[src/rtl/rtb_pkg.sv]
// Package for the repeating timer bank: field widths, result codes and the
// layout of one stored timer entry.
// No dependencies; every other file of the block but rtb_ram refers to it by scoped names.
package rtb_pkg;

   // Field widths of the request and response channels.
   localparam int OP_W      = 1;
   localparam int PERIOD_W  = 32;
   localparam int COUNT_W   = 16;
   localparam int DT_W      = 32;
   localparam int KIND_W    = 2;
   localparam int ID_W      = 16;

   // Accumulated time is held with two guard bits and saturates at all ones.
   localparam int ACC_W     = 34;

   // At most this many firings are reported for one tick.
   localparam int RESULT_CAP = 16;
   localparam int NEMIT_W    = 5;

   // Request operation codes.
   localparam logic [OP_W-1:0] OP_CREATE = 1'b0;
   localparam logic [OP_W-1:0] OP_TICK   = 1'b1;

   // Response event codes.
   localparam logic [KIND_W-1:0] KIND_CREATED  = 2'd0;
   localparam logic [KIND_W-1:0] KIND_REJECTED = 2'd1;
   localparam logic [KIND_W-1:0] KIND_FIRED    = 2'd2;
   localparam logic [KIND_W-1:0] KIND_IDLE     = 2'd3;

   // One timer as it sits in the entry memory.
   typedef struct packed {
      logic [PERIOD_W-1:0] period;
      logic [ACC_W-1:0]    acc;
      logic [COUNT_W-1:0]  count;
      logic [ID_W-1:0]     id;
   } entry_type;

   localparam int ENTRY_W = $bits(entry_type);

   // Outcome of one pass of the shared update unit over a timer.
   typedef struct packed {
      logic               fire;
      logic               gone;
      logic [ACC_W-1:0]   acc;
      logic [COUNT_W-1:0] count;
   } update_type;

endpackage

[src/rtl/rtb_if.sv]
// Valid/ready channel interfaces for the repeating timer bank.
// Depends on rtb_pkg for the field widths.

// Request channel: create a timer or advance all timers.
interface rtb_req_if;
   logic                         valid;
   logic                         ready;
   logic [rtb_pkg::OP_W-1:0]     op;
   logic [rtb_pkg::PERIOD_W-1:0] period;
   logic [rtb_pkg::COUNT_W-1:0]  repeat_count;
   logic [rtb_pkg::DT_W-1:0]     elapsed;

   modport source (output valid, op, period, repeat_count, elapsed, input ready);
   modport sink   (input valid, op, period, repeat_count, elapsed, output ready);
endinterface

// Response channel: one event per create request, one or more for a tick.
interface rtb_rsp_if;
   logic                       valid;
   logic                       ready;
   logic [rtb_pkg::KIND_W-1:0] event_kind;
   logic [rtb_pkg::ID_W-1:0]   timer_id;
   logic                       removed;
   logic                       last;

   modport source (output valid, event_kind, timer_id, removed, last, input ready);
   modport sink   (input valid, event_kind, timer_id, removed, last, output ready);
endinterface

[src/rtl/rtb_ram.sv]
// Generic single-write, single-read memory with a registered read port.
// No dependencies.
module rtb_ram #(
   parameter int WIDTH = 8,
   parameter int DEPTH = 16
) (
   input  logic                                  clock,
   input  logic                                  wr_en,
   input  logic [(DEPTH > 1 ? $clog2(DEPTH) : 1)-1:0] wr_addr,
   input  logic [WIDTH-1:0]                      wr_data,
   input  logic                                  rd_en,
   input  logic [(DEPTH > 1 ? $clog2(DEPTH) : 1)-1:0] rd_addr,
   output logic [WIDTH-1:0]                      rd_data
);

   logic [WIDTH-1:0] mem_ff [DEPTH];
   logic [WIDTH-1:0] rd_data_ff;

   // Write port.
   always_ff @(posedge clock) begin
      if (wr_en) begin
         mem_ff[wr_addr] <= wr_data;
      end
   end

   // Read port; the data register holds while no read is issued.
   always_ff @(posedge clock) begin
      if (rd_en) begin
         rd_data_ff <= mem_ff[rd_addr];
      end
   end

   assign rd_data = rd_data_ff;

endmodule

[src/rtl/rtb_alu.sv]
// Shared update unit: adds the tick time to one timer, saturates, compares
// against the period and works out the new accumulated time and count.
// Depends on rtb_pkg.
module rtb_alu (
   input  rtb_pkg::entry_type            entry,
   input  logic [rtb_pkg::DT_W-1:0]      dt,
   output rtb_pkg::update_type           result
);

   logic [rtb_pkg::ACC_W:0]   sum;
   logic [rtb_pkg::ACC_W-1:0] acc_sat;
   logic [rtb_pkg::ACC_W:0]   diff;
   logic                      fire;
   logic                      gone;

   // Add with saturation at the top of the accumulator range.
   assign sum     = {1'b0, entry.acc} + (rtb_pkg::ACC_W + 1)'(dt);
   assign acc_sat = sum[rtb_pkg::ACC_W] ? {rtb_pkg::ACC_W{1'b1}} : sum[rtb_pkg::ACC_W-1:0];

   // One subtractor serves as both the compare and the period removal.
   assign diff = {1'b0, acc_sat} - (rtb_pkg::ACC_W + 1)'(entry.period);
   assign fire = ~diff[rtb_pkg::ACC_W];
   assign gone = fire && (entry.count == '0);

   always_comb begin
      result.fire  = fire;
      result.gone  = gone;
      result.acc   = acc_sat;
      result.count = entry.count;
      if (fire && !gone) begin
         result.acc   = diff[rtb_pkg::ACC_W-1:0];
         result.count = entry.count - rtb_pkg::COUNT_W'(1);
      end
   end

endmodule

[src/rtl/repeating_timer_bank.sv]
// Repeating timer bank: a create request is answered from the create state, and the next
// request is taken once the bank is back in idle. A tick request walks the live timers one
// per cycle through the shared update unit, except while a firing waits on a full response
// register; its final response is registered from the end state, after which the next
// request is taken. A full response register also holds the create and end states back.
// Reset empties the list and restarts ids at zero; the memory keeps its data.
module repeating_timer_bank #(
   parameter int NUM_TIMERS = 16
) (
   input  logic      clock,
   input  logic      reset,
   rtb_req_if.sink   req_chan,
   rtb_rsp_if.source rsp_chan
);

   localparam int IW = NUM_TIMERS > 1 ? $clog2(NUM_TIMERS) : 1;
   localparam int CW = $clog2(NUM_TIMERS + 1);

   localparam logic [1:0] S_IDLE   = 2'd0;
   localparam logic [1:0] S_CREATE = 2'd1;
   localparam logic [1:0] S_TICK   = 2'd2;
   localparam logic [1:0] S_END    = 2'd3;

   logic [1:0]                   state_ff, state_in;
   logic [CW-1:0]                live_ff, live_in;
   logic [rtb_pkg::ID_W-1:0]     next_id_ff, next_id_in;
   logic [rtb_pkg::PERIOD_W-1:0] req_period_ff, req_period_in;
   logic [rtb_pkg::COUNT_W-1:0]  req_reps_ff, req_reps_in;
   logic [rtb_pkg::DT_W-1:0]     dt_ff, dt_in;
   logic [CW-1:0]                rd_ff, rd_in;
   logic [CW-1:0]                wr_ff, wr_in;
   logic                         dvld_ff, dvld_in;
   logic [rtb_pkg::NEMIT_W-1:0]  nemit_ff, nemit_in;
   logic                         pend_ff, pend_in;
   logic [rtb_pkg::ID_W-1:0]     pend_id_ff, pend_id_in;
   logic                         pend_rem_ff, pend_rem_in;
   logic                         rsp_valid_ff, rsp_valid_in;
   logic [rtb_pkg::KIND_W-1:0]   rsp_kind_ff, rsp_kind_in;
   logic [rtb_pkg::ID_W-1:0]     rsp_id_ff, rsp_id_in;
   logic                         rsp_removed_ff, rsp_removed_in;
   logic                         rsp_last_ff, rsp_last_in;

   logic                         ram_we;
   logic [IW-1:0]                ram_waddr;
   rtb_pkg::entry_type           ram_wdata;
   logic                         ram_re;
   logic [IW-1:0]                ram_raddr;
   rtb_pkg::entry_type           ram_rdata;
   rtb_pkg::update_type          upd;

   logic                         out_free;
   logic                         emit;
   logic                         stall;

   // Entry memory holding the compacted timer list.
   rtb_ram #(
      .WIDTH (rtb_pkg::ENTRY_W),
      .DEPTH (NUM_TIMERS)
   ) u_ram (
      .clock   (clock),
      .wr_en   (ram_we),
      .wr_addr (ram_waddr),
      .wr_data (ram_wdata),
      .rd_en   (ram_re),
      .rd_addr (ram_raddr),
      .rd_data (ram_rdata)
   );

   // Shared add, compare and subtract unit.
   rtb_alu u_alu (
      .entry  (ram_rdata),
      .dt     (dt_ff),
      .result (upd)
   );

   assign req_chan.ready      = (state_ff == S_IDLE) && !reset;
   assign rsp_chan.valid      = rsp_valid_ff;
   assign rsp_chan.event_kind = rsp_kind_ff;
   assign rsp_chan.timer_id   = rsp_id_ff;
   assign rsp_chan.removed    = rsp_removed_ff;
   assign rsp_chan.last       = rsp_last_ff;

   // The response register can take a new result this cycle.
   assign out_free = !rsp_valid_ff || rsp_chan.ready;

   // A firing is reported while under the cap; the held firing must then leave.
   assign emit  = (state_ff == S_TICK) && dvld_ff && upd.fire &&
                  (nemit_ff < rtb_pkg::NEMIT_W'(rtb_pkg::RESULT_CAP));
   assign stall = emit && pend_ff && !out_free;

   // Sequencer and datapath control.
   always_comb begin
      state_in       = state_ff;
      live_in        = live_ff;
      next_id_in     = next_id_ff;
      req_period_in  = req_period_ff;
      req_reps_in    = req_reps_ff;
      dt_in          = dt_ff;
      rd_in          = rd_ff;
      wr_in          = wr_ff;
      dvld_in        = dvld_ff;
      nemit_in       = nemit_ff;
      pend_in        = pend_ff;
      pend_id_in     = pend_id_ff;
      pend_rem_in    = pend_rem_ff;
      rsp_valid_in   = rsp_valid_ff;
      rsp_kind_in    = rsp_kind_ff;
      rsp_id_in      = rsp_id_ff;
      rsp_removed_in = rsp_removed_ff;
      rsp_last_in    = rsp_last_ff;
      ram_we         = 1'b0;
      ram_waddr      = wr_ff[IW-1:0];
      ram_wdata      = ram_rdata;
      ram_re         = 1'b0;
      ram_raddr      = rd_ff[IW-1:0];

      if (rsp_valid_ff && rsp_chan.ready) begin
         rsp_valid_in = 1'b0;
      end

      unique case (state_ff)
         S_IDLE: begin
            if (req_chan.valid) begin
               req_period_in = req_chan.period;
               req_reps_in   = req_chan.repeat_count;
               dt_in         = req_chan.elapsed;
               rd_in         = '0;
               wr_in         = '0;
               dvld_in       = 1'b0;
               nemit_in      = '0;
               pend_in       = 1'b0;
               state_in      = (req_chan.op == rtb_pkg::OP_TICK) ? S_TICK : S_CREATE;
            end
         end

         // Append the new timer at the end of the list, or reject when full.
         S_CREATE: begin
            if (out_free) begin
               rsp_valid_in   = 1'b1;
               rsp_removed_in = 1'b0;
               rsp_last_in    = 1'b1;
               if (live_ff == CW'(NUM_TIMERS)) begin
                  rsp_kind_in = rtb_pkg::KIND_REJECTED;
                  rsp_id_in   = '0;
               end else begin
                  ram_we           = 1'b1;
                  ram_waddr        = live_ff[IW-1:0];
                  ram_wdata.period = req_period_ff;
                  ram_wdata.acc    = '0;
                  ram_wdata.count  = req_reps_ff;
                  ram_wdata.id     = next_id_ff;
                  rsp_kind_in      = rtb_pkg::KIND_CREATED;
                  rsp_id_in        = next_id_ff;
                  next_id_in       = next_id_ff + rtb_pkg::ID_W'(1);
                  live_in          = live_ff + CW'(1);
               end
               state_in = S_IDLE;
            end
         end

         // Read one timer a cycle unless stalled, update the one read before and write it
         // back compacted; each reported firing is held until the next one
         // shows whether it is the final result.
         S_TICK: begin
            if (!stall) begin
               if (dvld_ff) begin
                  if (!upd.gone) begin
                     ram_we          = 1'b1;
                     ram_wdata.acc   = upd.acc;
                     ram_wdata.count = upd.count;
                     wr_in           = wr_ff + CW'(1);
                  end
                  if (emit) begin
                     if (pend_ff) begin
                        rsp_valid_in   = 1'b1;
                        rsp_kind_in    = rtb_pkg::KIND_FIRED;
                        rsp_id_in      = pend_id_ff;
                        rsp_removed_in = pend_rem_ff;
                        rsp_last_in    = 1'b0;
                     end
                     pend_in     = 1'b1;
                     pend_id_in  = ram_rdata.id;
                     pend_rem_in = upd.gone;
                     nemit_in    = nemit_ff + rtb_pkg::NEMIT_W'(1);
                  end
               end
               if (rd_ff != live_ff) begin
                  ram_re  = 1'b1;
                  rd_in   = rd_ff + CW'(1);
                  dvld_in = 1'b1;
               end else begin
                  dvld_in = 1'b0;
                  if (!dvld_ff) begin
                     state_in = S_END;
                  end
               end
            end
         end

         // Close the tick with the held firing, or a no-firing event.
         S_END: begin
            if (out_free) begin
               rsp_valid_in = 1'b1;
               rsp_last_in  = 1'b1;
               if (pend_ff) begin
                  rsp_kind_in    = rtb_pkg::KIND_FIRED;
                  rsp_id_in      = pend_id_ff;
                  rsp_removed_in = pend_rem_ff;
               end else begin
                  rsp_kind_in    = rtb_pkg::KIND_IDLE;
                  rsp_id_in      = '0;
                  rsp_removed_in = 1'b0;
               end
               pend_in  = 1'b0;
               live_in  = wr_ff;
               state_in = S_IDLE;
            end
         end

         default: begin
            state_in = S_IDLE;
         end
      endcase
   end

   // Control registers.
   always_ff @(posedge clock) begin
      if (reset) begin
         state_ff     <= S_IDLE;
         live_ff      <= '0;
         next_id_ff   <= '0;
         dvld_ff      <= 1'b0;
         pend_ff      <= 1'b0;
         rsp_valid_ff <= 1'b0;
      end else begin
         state_ff     <= state_in;
         live_ff      <= live_in;
         next_id_ff   <= next_id_in;
         dvld_ff      <= dvld_in;
         pend_ff      <= pend_in;
         rsp_valid_ff <= rsp_valid_in;
      end
   end

   // Payload and walk registers.
   always_ff @(posedge clock) begin
      req_period_ff  <= req_period_in;
      req_reps_ff    <= req_reps_in;
      dt_ff          <= dt_in;
      rd_ff          <= rd_in;
      wr_ff          <= wr_in;
      nemit_ff       <= nemit_in;
      pend_id_ff     <= pend_id_in;
      pend_rem_ff    <= pend_rem_in;
      rsp_kind_ff    <= rsp_kind_in;
      rsp_id_ff      <= rsp_id_in;
      rsp_removed_ff <= rsp_removed_in;
      rsp_last_ff    <= rsp_last_in;
   end

endmodule
[src/flat_wrapper.sv]
// flat-port wrapper written by rule: the top's interface ports become plain ports
module repeating_timer_bank_flat 
#(
   parameter int NUM_TIMERS = 16
)
  (clock, reset, req_chan_valid, req_chan_op, req_chan_period, req_chan_repeat_count, req_chan_elapsed, req_chan_ready, rsp_chan_valid, rsp_chan_event_kind, rsp_chan_timer_id, rsp_chan_removed, rsp_chan_last, rsp_chan_ready);
  rtb_req_if req_chan_i ();
  rtb_rsp_if rsp_chan_i ();
  input  logic clock;
  input  logic reset;
  input wire logic [$bits(req_chan_i.valid)-1:0] req_chan_valid;
  input wire logic [$bits(req_chan_i.op)-1:0] req_chan_op;
  input wire logic [$bits(req_chan_i.period)-1:0] req_chan_period;
  input wire logic [$bits(req_chan_i.repeat_count)-1:0] req_chan_repeat_count;
  input wire logic [$bits(req_chan_i.elapsed)-1:0] req_chan_elapsed;
  output wire logic [$bits(req_chan_i.ready)-1:0] req_chan_ready;
  output wire logic [$bits(rsp_chan_i.valid)-1:0] rsp_chan_valid;
  output wire logic [$bits(rsp_chan_i.event_kind)-1:0] rsp_chan_event_kind;
  output wire logic [$bits(rsp_chan_i.timer_id)-1:0] rsp_chan_timer_id;
  output wire logic [$bits(rsp_chan_i.removed)-1:0] rsp_chan_removed;
  output wire logic [$bits(rsp_chan_i.last)-1:0] rsp_chan_last;
  input wire logic [$bits(rsp_chan_i.ready)-1:0] rsp_chan_ready;
  assign req_chan_i.valid = req_chan_valid;
  assign req_chan_i.op = req_chan_op;
  assign req_chan_i.period = req_chan_period;
  assign req_chan_i.repeat_count = req_chan_repeat_count;
  assign req_chan_i.elapsed = req_chan_elapsed;
  assign req_chan_ready = req_chan_i.ready;
  assign rsp_chan_valid = rsp_chan_i.valid;
  assign rsp_chan_event_kind = rsp_chan_i.event_kind;
  assign rsp_chan_timer_id = rsp_chan_i.timer_id;
  assign rsp_chan_removed = rsp_chan_i.removed;
  assign rsp_chan_last = rsp_chan_i.last;
  assign rsp_chan_i.ready = rsp_chan_ready;
  repeating_timer_bank #(.NUM_TIMERS(NUM_TIMERS)) u_core (.clock(clock), .reset(reset), .req_chan(req_chan_i), .rsp_chan(rsp_chan_i));
endmodule
[config.mk]
export PLATFORM = sky130hd
export DESIGN_NAME = repeating_timer_bank_flat
export DESIGN_NICKNAME = d
export VERILOG_FILES = /design/src/rtl/rtb_pkg.sv /design/src/rtl/rtb_if.sv /design/src/rtl/rtb_ram.sv /design/src/rtl/rtb_alu.sv /design/src/rtl/repeating_timer_bank.sv /design/src/flat_wrapper.sv
export SDC_FILE = /design/constraint.sdc
export NUM_CORES = 2
export LEC_CHECK = 0
export BUFFER_PORTS_ARGS = -buffer_cell sky130_fd_sc_hd__buf_4
export CORE_MARGIN = 3
export CORE_UTILIZATION = 48
export DETAILED_ROUTE_END_ITERATION = 12
export PLACE_DENSITY = 0.73
export SLEW_MARGIN = 20
export SYNTH_ARGS = -nofsm -noshare
export SYNTH_HDL_FRONTEND = slang
export SYNTH_SLANG_ARGS = --single-unit
[constraint.sdc]
create_clock -name clock -period 28 [get_ports clock]
set_input_delay 1.4 -clock clock [delete_from_list [all_inputs] [get_ports clock]]
set_output_delay 1.4 -clock clock [all_outputs]
set_load 0.1 [all_outputs]
==> results.py <==
metrics = {
    "timing": {
        "period_needed_ns": 8.11,
        "fin_crit_sh_pct": 29.0,
        "setup_viol": 0,
        "tightest_slew_ns": 1.19,
        "hold-worst-slack_ns": 0.449,
        "slew_headroom_pct": 19.8,
        "hold_viol": 0,
        "fmax_mhz": 123,
        "drv_slew": 0,
        "setup_ws_ns": 19.89,
        "rsz0062_at_grt": "no",
        "fin_skew_ns": 0.0619,
        "tns_ns": 0,
    },
    "yosys": {
        "synth-edff-count": 1798,
        "avgSynthCellArea_um2": 20.5,
        "ys.flop_type": "edfxtp_1",
        "syn_nets": 3743,
        "ys_seq_area_share_pct": 74.3,
        "synth_cell_types": 88,
        "ys_ff_latch": 1824,
        "synth_area_mm2": 0.0734,
        "synthArstFlopShare_pct": 0,
        "ys.warnings.count": 0,
        "syn_inst": 3581,
    },
    "die": {
        "core_mm2": 0.151,
        "die-width_um": 397,
        "dieArea_mm2": 0.158,
        "rows": 142,
        "initial_utilization_pct": 48.7,
        "io_pins": 107,
        "fp.dieH_um": 397,
    },
    "route": {
        "postRouteAntennaNets": 0,
        "vias": 36979,
        "drc_errors": 0,
        "wl_mm": 176,
        "drt_first_pass_iters": 5,
        "wl_per_cell_um": 29.5,
        "viasPerCell": 6.19,
        "first_iter_violations": 4435,
    },
    "setup_path": {
        "worst_ep_required_time_ns": 28.38,
        "worst_ep_arrival_time_ns": 8.48,
        "critPathMaxFanout": 55,
        "endpoint_kind": "register",
        "worst-setup-path-type": "reg2reg",
        "start_kind": "register",
    },
    "grt": {
        "grt_max_degree": 104,
        "track_usage_pct": 22.5,
        "overflow": 0,
        "antenna_found_initial": 3,
        "grt_pass1_vias": 37109,
        "grt_first_pass_wirelength_mm": 258,
    },
    "layout": {
        "layout.cells.non_filler": 5973,
        "final_util_pct": 54.8,
        "mostFrequentLayoutCells": "1798 x edfxtp_1, 490 x mux4_2, 215 x buf_4",
        "areaGrowthSynthToFinish_pct": 12.5,
        "final_common_cell": "edfxtp_1",
        "drive_gt1_share_pct": 26.0,
        "nets": 3975,
    },
    "clock_tree": {
        "numCtsBuffers": 176,
        "cts_tree": "done",
        "clock_tree.buffer_depth": 3,
        "cts_resized": 0,
        "postCtsSetupRepairBufs": 0,
        "cts_root_buffer": "clkbuf_16",
        "ctsHoldBuffers": 0,
        "cts.clk_slew.worst_paths_ns": 0.06,
        "cts_sinks": 1824,
        "clock_latency_ns": 0.80,
        "htree_levels": 4,
    },
    "power": {
        "intPower_mw": 6.44,
        "clock_power_share_pct": 22.7,
        "ir_worst_vdd_v": 0.0000963,
        "p_sw_mw": 3.53,
        "pwr-share-seq_pct": 38.2,
        "pwr-share-comb_pct": 39.0,
        "p_sw_share_pct": 35.4,
        "p_leak_nw": 26.4,
        "cellPowerDensity_mw_per_mm2": 121,
    },
    "placement": {
        "dp.cells": 5650,
        "gp_congestion": 0.915,
        "place_ws_ns": 19.99,
        "portBuffers": 106,
        "dpl.hpwl_mm": 102,
    },
    "hold_path": {
        "hp-class": "reg2reg",
    },
    "job": {
        "maxCapViolations": 0,
    },
    "status": {
        "status": "complete, no violations",
    },
}
sequential cells by signal (all words and copies together), names as in the netlist:
| register | cells |
|---|---|
| u_core.u_ram.mem_ff | 1568 |
| u_core.u_ram.rd_data | 98 |
| u_core.dt_ff | 32 |
| u_core.req_period_ff | 32 |
| u_core.next_id_ff | 16 |
| u_core.pend_id_ff | 16 |
| u_core.req_reps_ff | 16 |
| u_core.rsp_chan.timer_id | 16 |
| u_core.live_ff | 5 |
| u_core.nemit_ff | 5 |
| u_core.rd_ff | 5 |
| u_core.wr_ff | 5 |
| u_core.rsp_chan.event_kind | 2 |
| u_core.state_ff | 2 |
| u_core.dvld_ff | 1 |
| u_core.pend_ff | 1 |
| u_core.pend_rem_ff | 1 |
| u_core.rsp_chan.last | 1 |
| u_core.rsp_chan.removed | 1 |
| u_core.rsp_chan.valid | 1 |
per-stage QoR:
step	area [um^2]	total power, mW
after floorplan	73400	6.48
after global placement	77100	7.67
after detailed placement	77100	7.70
after CTS	82600	9.99
after global routing	82600	10.4
final	82600	9.97
final cells by class:
| cell class | instances | area [um^2] |
|---|---|---|
| fill | 11067 | 68200 |
| clock buffer | 220 | 4650 |
| tap | 2016 | 2520 |
| timing repair buffer | 217 | 1650 |
| antenna | 2 | 5.00 |
| inverter | 70 | 263 |
| clock inverter | 100 | 840 |
| multi-input combinational | 1524 | 18200 |
| sequential | 1824 | 54500 |
cells in the mapped netlist (all sizes together) (7+ instances only):
master / number / area share (%)
edfxtp: 1798 / 74
mux4: 490 / 15
nand2: 179 / 0.92
clkbuf: 111 / 0.57
nor2: 103 / 0.53
o21ai: 82 / 0.59
ha: 75 / 1.3
inv: 70 / 0.36
a21oi: 64 / 0.45
buf: 52 / 0.34
xor2: 46 / 0.55
a21o: 37 / 0.38
nor3: 37 / 0.26
nand3: 36 / 0.25
xnor2: 33 / 0.39
dfxtp: 26 / 0.71
o211ai: 20 / 0.20
a22o: 19 / 0.23
mux2i: 18 / 0.25
a211oi: 17 / 0.17
and2: 17 / 0.14
and3: 16 / 0.14
nand2b: 15 / 0.13
or2: 15 / 0.13
a221o: 14 / 0.19
o21a: 13 / 0.13
o2bb2ai: 12 / 0.14
or3: 12 / 0.11
o221ai: 11 / 0.20
nor2b: 10 / 0.085
nand4: 9 / 0.077
a211o: 8 / 0.095
nor4: 8 / 0.077
o31ai: 8 / 0.10
or4: 8 / 0.097
a22oi: 7 / 0.072
a31oi: 7 / 0.068
worst paths after layout:
| check | cells after the start | from | slack (ns) | to |
|---|---|---|---|---|
| setup reg to reg | 24 | u_core.u_ram.rd_data[32]$_DFFE_PP_ | 19.89 | u_core.u_ram.mem_ff[12][67]$_DFFE_PP_ |
| hold / removal | 0 | u_core.u_ram.rd_data[9]$_DFFE_PP_ | 0.45 | u_core.pend_id_ff[9]$_DFFE_PP_ |
| setup / recovery | 24 | u_core.u_ram.rd_data[32]$_DFFE_PP_ | 19.89 | u_core.u_ram.mem_ff[12][67]$_DFFE_PP_ |
| hold reg to reg | 0 | u_core.u_ram.rd_data[9]$_DFFE_PP_ | 0.45 | u_core.pend_id_ff[9]$_DFFE_PP_ |
power by group through the flow:
stage	registers, mW	logic [mW]	clock network [mW]
after CTS	3.82	3.87	2.30
after global placement	3.86	3.81	0
after global routing	3.83	4.16	2.42
after detailed placement	3.87	3.83	0
after floorplan	3.95	2.53	0
final	3.81	3.89	2.26
routing by layer:
| metal | up-vias | track usage (%) | wire [um] |
|---|---|---|---|
| met5 | - | 0 | 0 |
| met4 | 0 | 5.96 | 5060 |
| met3 | 253 | 5.04 | 16800 |
| met2 | 1920 | 36.1 | 85700 |
| met1 | 19419 | 31.5 | 68900 |
| li1 | 15387 | - | - |
cell families (layout without fill, tap and decap cells):
| logic type | count (synthesis) | in the layout | synth area share (%) |
|---|---|---|---|
| adders and majority gates | 77 | 77 | 1.33 |
| DFF | 1824 | 1824 | 74.3 |
| AOI/OAI and AO/OA | 378 | 378 | 3.79 |
| other | 0 | 2 | 0 |
| muxes | 509 | 509 | 15.3 |
| buffers and inverters | 233 | 607 | 1.27 |
| and+or+nand+nor | 481 | 481 | 3.12 |
| xor gates and xnor gates | 79 | 79 | 0.943 |
worst max-delay path, cell delays in order (launching register included):
cell	delay, ns
edfxtp_1	0.35
ha_1	0.20
inv_1	0.06
fa_1	0.39
nand2b_1	0.18
a21o_1	0.20
a211o_1	0.34
a31oi_1	0.33
nor2_1	0.10
nor2_1	0.31
buf_4	0.30
a21o_1	0.13
ha_1	0.31
a21o_1	0.21
a311o_1	0.32
a31oi_1	0.26
o21bai_1	0.16
o41ai_4	0.46
o21ai_2	0.09
buf_4	0.22
o21ai_2	0.29
a21oi_4	0.28
nor2_4	0.67
buf_4	0.49
buf_4	0.93
(Power assumes the default switching activity.)
